--- src/hw/rtl/pps_chk_pkg.sv ---
package pps_chk_pkg;

    localparam logic [7:0] PPSS_BYTE   = 8'hFF;
    localparam logic [7:0] FMT_MASK    = 8'h9F;
    localparam logic [7:0] FMT_T0_PPS1 = 8'h10;
    localparam logic [7:0] FIDI_RESET  = 8'h96;
    localparam logic [7:0] FAIL_MID    = 8'h00;

    localparam int APB_AW = 3;
    localparam int APB_DW = 32;

    // register index taken from the word address
    localparam logic REG_ACCEPTED_FIDI = 1'b0;

    // reply byte positions
    localparam logic [1:0] POS_PPSS  = 2'd0;
    localparam logic [1:0] POS_PPS0  = 2'd1;
    localparam logic [1:0] POS_PPS1  = 2'd2;
    localparam logic [1:0] POS_PCK   = 2'd3;

    typedef struct packed {
        logic       load;
        logic       acc;
        logic [7:0] fidi;
    } reply_req_t;

endpackage

--- src/hw/rtl/pps_chk_ifs.sv ---
interface pps_chk_rx_if;
    logic       valid;
    logic       ready;
    logic [7:0] rx_byte;
    logic       first;

    modport source (output valid, output rx_byte, output first, input ready);
    modport sink (input valid, input rx_byte, input first, output ready);
endinterface

interface pps_chk_tx_if;
    logic       valid;
    logic       ready;
    logic [7:0] tx_byte;
    logic       tx_last;
    logic       accepted;
    logic [7:0] new_fidi;

    modport source (output valid, output tx_byte, output tx_last, output accepted,
                    output new_fidi, input ready);
    modport sink (input valid, input tx_byte, input tx_last, input accepted,
                  input new_fidi, output ready);
endinterface

--- src/hw/rtl/pps_chk_reply.sv ---
module pps_chk_reply
(
    input  logic                    clk,
    input  logic                    rst_n,
    input  pps_chk_pkg::reply_req_t req,
    output logic                    busy,
    pps_chk_tx_if.source            tx
);

    logic       active_reg;
    logic [1:0] idx_reg;
    logic       acc_reg;
    logic [7:0] fidi_reg;
    logic       last_byte;
    logic       take;

    assign busy = active_reg;
    assign take = tx.valid && tx.ready;

    // accepting reply has four bytes, failure reply three
    assign last_byte = acc_reg ? (idx_reg == pps_chk_pkg::POS_PCK)
                               : (idx_reg == pps_chk_pkg::POS_PPS1);

    always_ff @(posedge clk or negedge rst_n)
    begin
        if (!rst_n)
        begin
            active_reg <= 1'b0;
            idx_reg    <= 2'd0;
        end
        else if (req.load)
        begin
            active_reg <= 1'b1;
            idx_reg    <= pps_chk_pkg::POS_PPSS;
        end
        else if (take)
        begin
            if (last_byte)
            begin
                active_reg <= 1'b0;
            end
            idx_reg <= idx_reg + 2'd1;
        end
    end

    always_ff @(posedge clk)
    begin
        if (req.load)
        begin
            acc_reg  <= req.acc;
            fidi_reg <= req.fidi;
        end
    end

    always_comb
    begin
        tx.tx_byte = pps_chk_pkg::PPSS_BYTE;
        case (idx_reg)
            pps_chk_pkg::POS_PPSS: tx.tx_byte = pps_chk_pkg::PPSS_BYTE;
            pps_chk_pkg::POS_PPS0: tx.tx_byte = acc_reg ? pps_chk_pkg::FMT_T0_PPS1
                                                        : pps_chk_pkg::FAIL_MID;
            pps_chk_pkg::POS_PPS1: tx.tx_byte = acc_reg ? fidi_reg
                                                        : pps_chk_pkg::PPSS_BYTE;
            pps_chk_pkg::POS_PCK:  tx.tx_byte = pps_chk_pkg::PPSS_BYTE
                                                ^ pps_chk_pkg::FMT_T0_PPS1 ^ fidi_reg;
            default:               tx.tx_byte = pps_chk_pkg::PPSS_BYTE;
        endcase
    end

    assign tx.valid    = active_reg;
    assign tx.tx_last  = last_byte;
    assign tx.accepted = acc_reg;
    assign tx.new_fidi = acc_reg ? fidi_reg : 8'h00;

    a_no_load_while_busy: assert property (@(posedge clk) disable iff (!rst_n)
        req.load |-> !active_reg)
        else $error("reply loaded while previous reply still open");

    a_fail_len: assert property (@(posedge clk) disable iff (!rst_n)
        (active_reg && !acc_reg) |-> (idx_reg != pps_chk_pkg::POS_PCK))
        else $error("failure reply ran past three bytes");

    a_end_on_last: assert property (@(posedge clk) disable iff (!rst_n)
        $fell(active_reg) |-> $past(tx.tx_last && tx.ready))
        else $error("reply closed before its last byte was taken");

endmodule

--- src/hw/rtl/pps_request_checker_unit.sv ---
// PPS request checker, card side. Request bytes following PPSS (PPS0 first, marked by
// first) enter on rx at up to one per cycle and are registered, then checked in a single
// pass: running XOR, format and FiDi compare against accepted_fidi. A request with a bad
// check byte is dropped silently; otherwise the reply (FF 10 PPS1 PCK, or FF 00 FF on
// refusal) leaves on tx one byte per cycle while tx is ready. There is one reply slot:
// the byte that closes a request waits in the input register while an earlier reply is
// still going out, which holds rx.ready low until that reply's last byte has been taken,
// including any tx stall.
// accepted_fidi sits at APB address 0 and resets to 0x96.
module pps_request_checker_unit
(
    input  logic                            clk,
    input  logic                            rst_n,
    pps_chk_rx_if.sink                      rx,
    pps_chk_tx_if.source                    tx,
    input  logic                            psel,
    input  logic                            penable,
    input  logic                            pwrite,
    input  logic [pps_chk_pkg::APB_AW-1:0]  paddr,
    input  logic [pps_chk_pkg::APB_DW-1:0]  pwdata,
    output logic [pps_chk_pkg::APB_DW-1:0]  prdata,
    output logic                            pready
);

    logic       accepted_fidi_hit;
    logic [7:0] fidi_cfg_reg;

    logic       in_vld_reg;
    logic [7:0] in_byte_reg;
    logic       in_first_reg;

    logic [2:0] bytes_left_reg, bytes_left_next;
    logic [7:0] xor_sum_reg, xor_sum_next;
    logic [7:0] saved_format_reg, saved_format_next;
    logic [7:0] saved_first_param_reg, saved_first_param_next;
    logic [1:0] param_index_reg, param_index_next;

    logic       closes_ok;
    logic       advance;
    logic       reply_busy;
    logic [7:0] xor_acc;
    logic [2:0] left_dec;

    pps_chk_pkg::reply_req_t reply_req;

    // configuration
    assign pready = 1'b1;
    assign accepted_fidi_hit = (paddr[2] == pps_chk_pkg::REG_ACCEPTED_FIDI);
    assign prdata = accepted_fidi_hit ? {24'h0, fidi_cfg_reg} : '0;

    always_ff @(posedge clk or negedge rst_n)
    begin
        if (!rst_n)
        begin
            fidi_cfg_reg <= pps_chk_pkg::FIDI_RESET;
        end
        else if (psel && penable && pwrite && accepted_fidi_hit)
        begin
            fidi_cfg_reg <= pwdata[7:0];
        end
    end

    // input register
    assign rx.ready = !in_vld_reg || advance;

    always_ff @(posedge clk or negedge rst_n)
    begin
        if (!rst_n)
        begin
            in_vld_reg <= 1'b0;
        end
        else if (rx.ready)
        begin
            in_vld_reg <= rx.valid;
        end
    end

    always_ff @(posedge clk)
    begin
        if (rx.ready && rx.valid)
        begin
            in_byte_reg  <= rx.rx_byte;
            in_first_reg <= rx.first;
        end
    end

    // request check
    assign xor_acc  = xor_sum_reg ^ in_byte_reg;
    assign left_dec = bytes_left_reg - 3'd1;

    always_comb
    begin
        bytes_left_next        = bytes_left_reg;
        xor_sum_next           = xor_sum_reg;
        saved_format_next      = saved_format_reg;
        saved_first_param_next = saved_first_param_reg;
        param_index_next       = param_index_reg;
        closes_ok              = 1'b0;
        if (in_first_reg)
        begin
            bytes_left_next        = 3'd1 + {2'b0, in_byte_reg[4]} + {2'b0, in_byte_reg[5]}
                                     + {2'b0, in_byte_reg[6]};
            xor_sum_next           = pps_chk_pkg::PPSS_BYTE ^ in_byte_reg;
            saved_format_next      = in_byte_reg;
            saved_first_param_next = 8'h00;
            param_index_next       = 2'd0;
        end
        else if (bytes_left_reg != 3'd0)
        begin
            xor_sum_next    = xor_acc;
            bytes_left_next = left_dec;
            if (param_index_reg == 2'd0)
            begin
                saved_first_param_next = in_byte_reg;
            end
            if (param_index_reg != 2'd3)
            begin
                param_index_next = param_index_reg + 2'd1;
            end
            if (left_dec == 3'd0)
            begin
                xor_sum_next = pps_chk_pkg::PPSS_BYTE;
                closes_ok    = (xor_acc == 8'h00);
            end
        end
    end

    assign advance = in_vld_reg && (!closes_ok || !reply_busy);

    assign reply_req.load = advance && closes_ok;
    assign reply_req.acc  = ((saved_format_reg & pps_chk_pkg::FMT_MASK)
                             == pps_chk_pkg::FMT_T0_PPS1)
                            && (saved_first_param_next == fidi_cfg_reg);
    assign reply_req.fidi = saved_first_param_next;

    always_ff @(posedge clk or negedge rst_n)
    begin
        if (!rst_n)
        begin
            bytes_left_reg        <= 3'd0;
            xor_sum_reg           <= pps_chk_pkg::PPSS_BYTE;
            saved_format_reg      <= 8'h00;
            saved_first_param_reg <= 8'h00;
            param_index_reg       <= 2'd0;
        end
        else if (advance)
        begin
            bytes_left_reg        <= bytes_left_next;
            xor_sum_reg           <= xor_sum_next;
            saved_format_reg      <= saved_format_next;
            saved_first_param_reg <= saved_first_param_next;
            param_index_reg       <= param_index_next;
        end
    end

    pps_chk_reply u_reply
    (
        .clk   (clk),
        .rst_n (rst_n),
        .req   (reply_req),
        .busy  (reply_busy),
        .tx    (tx)
    );

    a_left_range: assert property (@(posedge clk) disable iff (!rst_n)
        bytes_left_reg <= 3'd4)
        else $error("bytes_left out of range");

    a_load_idle: assert property (@(posedge clk) disable iff (!rst_n)
        reply_req.load |=> (bytes_left_reg == 3'd0 && xor_sum_reg == pps_chk_pkg::PPSS_BYTE))
        else $error("request not closed after reply load");

    a_hold_stalled: assert property (@(posedge clk) disable iff (!rst_n)
        (in_vld_reg && !advance) |=> (in_vld_reg && $stable(in_byte_reg)
                                      && $stable(in_first_reg)))
        else $error("stalled request byte lost");

endmodule

--- src/flat_wrapper.sv ---
// flat-port wrapper written by rule: the top's interface ports become plain ports
module pps_request_checker_unit_flat 
  (clk, rst_n, psel, penable, pwrite, paddr, pwdata, prdata, pready, rx_valid, rx_rx_byte, rx_first, rx_ready, tx_valid, tx_tx_byte, tx_tx_last, tx_accepted, tx_new_fidi, tx_ready);
  pps_chk_rx_if rx_i ();
  pps_chk_tx_if tx_i ();
  input  logic clk;
  input  logic rst_n;
  input  logic psel;
  input  logic penable;
  input  logic pwrite;
  input  logic [pps_chk_pkg::APB_AW-1:0] paddr;
  input  logic [pps_chk_pkg::APB_DW-1:0] pwdata;
  output logic [pps_chk_pkg::APB_DW-1:0] prdata;
  output logic pready;
  input wire logic [$bits(rx_i.valid)-1:0] rx_valid;
  input wire logic [$bits(rx_i.rx_byte)-1:0] rx_rx_byte;
  input wire logic [$bits(rx_i.first)-1:0] rx_first;
  output wire logic [$bits(rx_i.ready)-1:0] rx_ready;
  output wire logic [$bits(tx_i.valid)-1:0] tx_valid;
  output wire logic [$bits(tx_i.tx_byte)-1:0] tx_tx_byte;
  output wire logic [$bits(tx_i.tx_last)-1:0] tx_tx_last;
  output wire logic [$bits(tx_i.accepted)-1:0] tx_accepted;
  output wire logic [$bits(tx_i.new_fidi)-1:0] tx_new_fidi;
  input wire logic [$bits(tx_i.ready)-1:0] tx_ready;
  assign rx_i.valid = rx_valid;
  assign rx_i.rx_byte = rx_rx_byte;
  assign rx_i.first = rx_first;
  assign rx_ready = rx_i.ready;
  assign tx_valid = tx_i.valid;
  assign tx_tx_byte = tx_i.tx_byte;
  assign tx_tx_last = tx_i.tx_last;
  assign tx_accepted = tx_i.accepted;
  assign tx_new_fidi = tx_i.new_fidi;
  assign tx_i.ready = tx_ready;
  pps_request_checker_unit u_core (.clk(clk), .rst_n(rst_n), .rx(rx_i), .tx(tx_i), .psel(psel), .penable(penable), .pwrite(pwrite), .paddr(paddr), .pwdata(pwdata), .prdata(prdata), .pready(pready));
endmodule
--- config.mk ---
export PLATFORM = sky130hd
export DESIGN_NAME = pps_request_checker_unit_flat
export DESIGN_NICKNAME = d
export VERILOG_FILES = /design/src/hw/rtl/pps_chk_pkg.sv /design/src/hw/rtl/pps_chk_ifs.sv /design/src/hw/rtl/pps_chk_reply.sv /design/src/hw/rtl/pps_request_checker_unit.sv /design/src/flat_wrapper.sv
export SDC_FILE = /design/constraint.sdc
export NUM_CORES = 1
export LEC_CHECK = 0
export BUFFER_PORTS_ARGS = -buffer_cell sky130_fd_sc_hd__buf_4
export CORE_MARGIN = 4
export CORE_UTILIZATION = 53
export DETAILED_ROUTE_END_ITERATION = 10
export GPL_TIMING_DRIVEN = 0
export PLACE_DENSITY = 0.92
export SYNTH_ARGS = -nofsm -noshare
export SYNTH_HDL_FRONTEND = slang
export SYNTH_SLANG_ARGS = --single-unit
--- constraint.sdc ---
create_clock -name clk -period 4.4 [get_ports clk]
set_input_delay 0 -clock clk [delete_from_list [all_inputs] [get_ports clk]]
set_output_delay 0 -clock clk [all_outputs]
set_load 0.05 [all_outputs]
# Word level (Yosys, flattened, before mapping)
# Cells that the tools add are included.
[op_classes]
add_sub_neg = 6
multipliers = 0
div = 0
n_lt_le_gt_ge = 0
eq_ne = 6
shift = 0
n_mux = 25
bitwise_logic = 4
n_reduce_logical = 26
[op_table]
columns = ["op", "n"]
rows = [
  ["$mux 8", 9],
  ["$pmux 8 s4", 1],
  ["$mux 2", 5],
  ["$eq 8x8->1", 1],
  ["$logic_and 1x1->1", 8],
  ["$logic_not 8->1", 1],
  ["$not 8->8", 1],
  ["$reduce_bool 2->1", 4],
  ["$xor 8x8->8", 1],
  ["$mux 1", 7],
  ["$not 7->7", 1],
  ["$add 3x1->3", 2],
  ["$eq 6x5->1 const B", 1],
  ["$mux 3", 2],
  ["$reduce_and 2->1", 3],
  ["$mux 5", 1],
  ["$add 2x1->2 const B", 2],
  ["$eq 2x2->1 const B", 2],
  ["$logic_not 2->1", 2],
  ["$logic_not 1->1", 3],
  ["$logic_not 3->1", 1],
  ["$reduce_and 3->1", 1],
  ["$reduce_bool 3->1", 1],
  ["$sub 3x1->3 const B", 1],
  ["other kinds (5)", 6],
]
[totals]
reg_bits = 59
latch_bits = 0
ramBits = 0
rom_bits = 0
out_inout_bits = 53
word_cells = 80
mem_count = 0

# Depth between registers and ports, before layout
[logic_depth]
word_depth = 11
ltp_mapped = 9
depth_no_buf = 8

# Modules after synthesis
# From an unflattened synthesis, not the netlist that was laid out.
[unflattened]
hier_cells = 317
hier_area_um2 = 3414.5
[by_module_without_submodules]
columns = ["module", "n_inst", "cells_each", "area_each_um2", "seq_area_each_um2"]
rows = [
  ["pps_request_checker_unit", 1, 251, 2692.6, 1186.1],
  ["pps_chk_reply", 1, 66, 721.9, 345.3],
]

# Worst setup path after synthesis
# No wires, ideal clock.
[synth_path]
kind = "reg-to-reg"
startpoint = "reg u_core.bytes_left_reg[0]"
endpoint = "reg u_core.u_reply.fidi_reg[0], enable pin"
t_arrival_ns = 2.071
t_required_ns = 4.013
path_slack_ns = 1.943
stages_incl_launch_ff = 8
period_less_slack_ns = 2.457
path_cell_list = "dfrtp_1 -> inv_1 -> ha_1 -> nor2b_2 -> nor3_2 -> nand3_1 -> or2_2 -> nor3_1"
[synth_lines]
columns = ["item", "line", "rtl"]
rows = [
  ["start: declaration", "pps_request_checker_unit.sv:32", "logic [2:0] bytes_left_reg, bytes_left_next;"],
  ["start signal: assignment", "pps_request_checker_unit.sv:148", "bytes_left_reg <= bytes_left_next;"],
  ["end signal: assignment", "pps_chk_reply.sv:51", "fidi_reg <= req.fidi;"],
  ["end: declaration", "pps_chk_reply.sv:13", "logic [7:0] fidi_reg;"],
]

==> impl_metrics.csv <==
group,metric,value,unit
timing,clock.fmax,0.351,GHz
critical_path,path_cells,"inv_1 > ha_1 > nor2b_2 > nor3_2 > nand3_1 > or2_2 > nor3_1",
floorplanning,die_area,0.00761,mm²
critical_path,rr_startpoint,"u_core.bytes_left_reg[0]$_DFFE_PN0P_",
critical_path,worst-r2r-setup-slack,1550,ps
timing,final.period_utilization,0.648,
clock_tree,cts.path.max_buffers,2,
critical_path,critical_path_required,4360,ps
synth,netlist_instances,328,
global_route,grt_max_degree,40,
synth,synth_ff_type,"dfrtp_1",
clock_tree,post_cts_buffers,0,
clock_tree,worst_setup_hold_path_clk_slew,60,ps
routing,avgViaCountPerCell,5.23,
timing,slew_headroom,0.201,
timing,layout_setup_ws,1550,ps
global_route,grt_pass1_vias,2517,
timing,hold_slack,176,ps
place,dp_slack,1510,ps
timing,tns,0,ps
power,power_switching_share,0.389,
floorplanning,core,0.00603,mm²
power,p_seq_frac,0.361,
synth,ys_seq_area_frac,0.460,
finish,nets,496,
critical_path,critPathLaunchType,"flop",
power,p_switching,896,µW
global_route,grt_pass1_wl,12200,µm
timing,rsz0062_at_grt,"no",
finish,synthToLayoutAreaGrowth,29.5,%
floorplanning,ioPinCount,104,
finish,antennaDiodeCount,0,
critical_path,crit_family,"simple AND/OR/NAND/NOR gates",
critical_path,worst_setup_path_end_kind,"flop",
place,gp_congestion,0.887,
clock_tree,cts_tree,"done",
critical_path,cp.buffers_inverters,1,
finish,drive_gt1_frac,0.312,
critical_path,path_class,"flop to flop",
floorplanning,start_util,0.553,
clock_tree,cts-root-buf,"clkbuf_8",
routing,wl_per_cell,14.5,µm
routing,drcViolationCount,0,
job,cap_violations,0,
min_path,hp-class,"input port to asynchronous set/reset pin",
synth,synth-seq-cells,57,
power,leakagePower,1.98,nW
global_route,antenna_found_initial,0,
synth,synth.avg_cell_area,10.2,µm²
place,port_buffers,52,
synth,synth_area,0.00333,mm²
routing,dr.pass1.iters,4,
critical_path,slowest_delay,910,ps
synth,synth-edff-count,18,
timing,fin_skew,7.05,ps
power,p_int,1.41,mW
routing,ant_nets,0,
synth,yosysWarnings,0,
floorplanning,die_y,87.3,µm
critical_path,crit_arrival,2810,ps
synth,synthArstFlopShare,0.684,
power,clkPwrFrac,0.229,
clock_tree,clock_latency,340,ps
synth,yosys.cell_types.count,52,
routing,drt_wl_total,7460,µm
clock_tree,htree_levels,3,
timing,worst_pin_slew,1190,ps
routing,dr_total_vias,2687,
timing,fin_crit,2850,ps
global_route,grt_overflow,0,
power,combPwrFrac,0.410,
timing,maxSlewViolCount,0,
clock_tree,cts_buffers,9,
timing,setup_violations,0,
outcome,status,"completed",
critical_path,worstRegToRegCells,7,
floorplanning,chipWidth,87.3,µm
routing,drt_iter0_markers,133,
power,ir_worst_vdd,0.409,mV
floorplanning,std_cell_rows,28,
critical_path,path_max_fanout,9,
place,detailed_place_hpwl,5320,µm
power,p_per_area,535,mW/mm²
critical_path,slowest_stage,"nor3_1",
global_route,track_usage,0.207,
critical_path,r2r_end,"u_core.u_reply.fidi_reg[6]$_DFFE_PP_",
timing,hold_violations,0,
clock_tree,numClockSinks,57,
## area by class of cell
cell class | instances | area (µm²)
clock buffer | 10 | 128
tap | 75 | 93.8
timing repair buffer | 72 | 591
fill | 422 | 1720
multi-input combinational | 240 | 1570
inverter | 18 | 67.6
clock inverter | 6 | 82.6
buffer | 36 | 243
sequential | 57 | 1530
## Yosys cell counts, types with 11 or more instances
library cell | count | share of area
inv_1 | 18 | 0.020
a21oi_1 | 33 | 0.050
nand2_1 | 19 | 0.021
edfxtp_1 | 18 | 0.16
nand3_1 | 12 | 0.018
dfstp_2 | 12 | 0.095
mux2_2 | 15 | 0.051
dfrtp_1 | 27 | 0.20
o21ai_0 | 17 | 0.026
buf_4 | 25 | 0.056
xnor2_1 | 11 | 0.029
nor2_1 | 23 | 0.026
## worst reg2reg max path: cells and delay by family, from the launching register on
kind | cells | cell delay [ps]
flops | 1 | 390
fa+ha+maj | 1 | 230
buf+inv | 1 | 80
simple gates | 5 | 1780
## what timing repair did
| action | in CTS | in global routing |
|---|---|---|
| endpoints found under the hold margin | 58 | 0 |
| hold buffers | 20 | 0 |
| resized for setup | 0 | 0 |
## stage by stage
step / util / cell area (µm²) / power (mW) / std cells
final: 0.715 / 4310 / 2.30 / 514
after detailed placement: 0.647 / 3900 / 1.76 / 478
after global placement: 0.647 / 3900 / 1.71 / 478
after floorplan: - / 3420 / 1.52 / 351
after global routing: 0.715 / 4310 / 2.44 / 514
after CTS: 0.715 / 4310 / 2.30 / 514
## how the worst max path moves through the flow
stage | from | end | slack, ps | depth (start not counted)
global route | u_core.bytes_left_reg[0]$_DFFE_PN0P_ | u_core.u_reply.fidi_reg[4]$_DFFE_PP_ | 1280 | 7
CTS | u_core.bytes_left_reg[0]$_DFFE_PN0P_ | u_core.in_byte_reg[5]$_DFFE_PP_ | 1510 | 7
floorplan | u_core.bytes_left_reg[0]$_DFFE_PN0P_ | u_core.u_reply.fidi_reg[0]$_DFFE_PP_ | 1940 | 7
finish | u_core.bytes_left_reg[0]$_DFFE_PN0P_ | u_core.u_reply.fidi_reg[6]$_DFFE_PP_ | 1550 | 7
detailed placement | u_core.bytes_left_reg[0]$_DFFE_PN0P_ | u_core.in_byte_reg[0]$_DFFE_PP_ | 1510 | 7
global placement | u_core.bytes_left_reg[0]$_DFFE_PN0P_ | u_core.in_byte_reg[0]$_DFFE_PP_ | 1600 | 7
## cell families (layout without fill, tap and decap cells)
logic type,Yosys count,in the layout,synth area share
compound gates,73,73,0.129
xor+xnor,16,16,0.0421
fa+ha+maj,11,11,0.0436
buf+inv,54,142,0.0932
flops,57,57,0.460
mux,24,24,0.0883
other cells,2,25,0.00226
simple gates,91,91,0.142
## layer usage
layer	track usage	share of wire	vias to the layer above
li1	-	-	1297
met1	0.257	0.40	1283
met2	0.342	0.51	99
met3	0.0643	0.077	8
met4	0.0711	0.014	0
met5	0	0	-
## cells in the final DEF (no fill, tap or decap), types with 3 or more instances in the layout
| master | n |
|---|---|
| nor2_1 | 23 |
| clkbuf_8 | 9 |
| xor2_1 | 5 |
| o21ai_0 | 17 |
| nor3_1 | 3 |
| dfrtp_1 | 27 |
| clkbuf_1 | 5 |
| dfstp_2 | 12 |
| mux2_4 | 7 |
| conb_1 | 25 |
| and2_1 | 5 |
| dlygate4sd3_1 | 20 |
| a21oi_1 | 33 |
| buf_4 | 77 |
| nand3_1 | 12 |
| buf_2 | 5 |
| ha_1 | 10 |
| inv_1 | 18 |
| nor2b_1 | 8 |
| nor3b_1 | 6 |
| nor4_1 | 3 |
| mux2_2 | 15 |
| edfxtp_1 | 18 |
| nand2_1 | 19 |
| o21a_1 | 8 |
| xnor2_1 | 11 |
## power groups by stage
stage / Combinational (mW) / Clock [mW] / Sequential [mW]
2_1_floorplan: 0.719 / 0 / 0.804
3_3_place_gp: 0.884 / 0 / 0.822
3_5_place_dp: 0.922 / 0 / 0.835
4_1_cts: 0.943 / 0.533 / 0.828
5_1_grt: 1.03 / 0.560 / 0.850
6_report: 0.945 / 0.528 / 0.832
(Power assumes the default switching activity.)
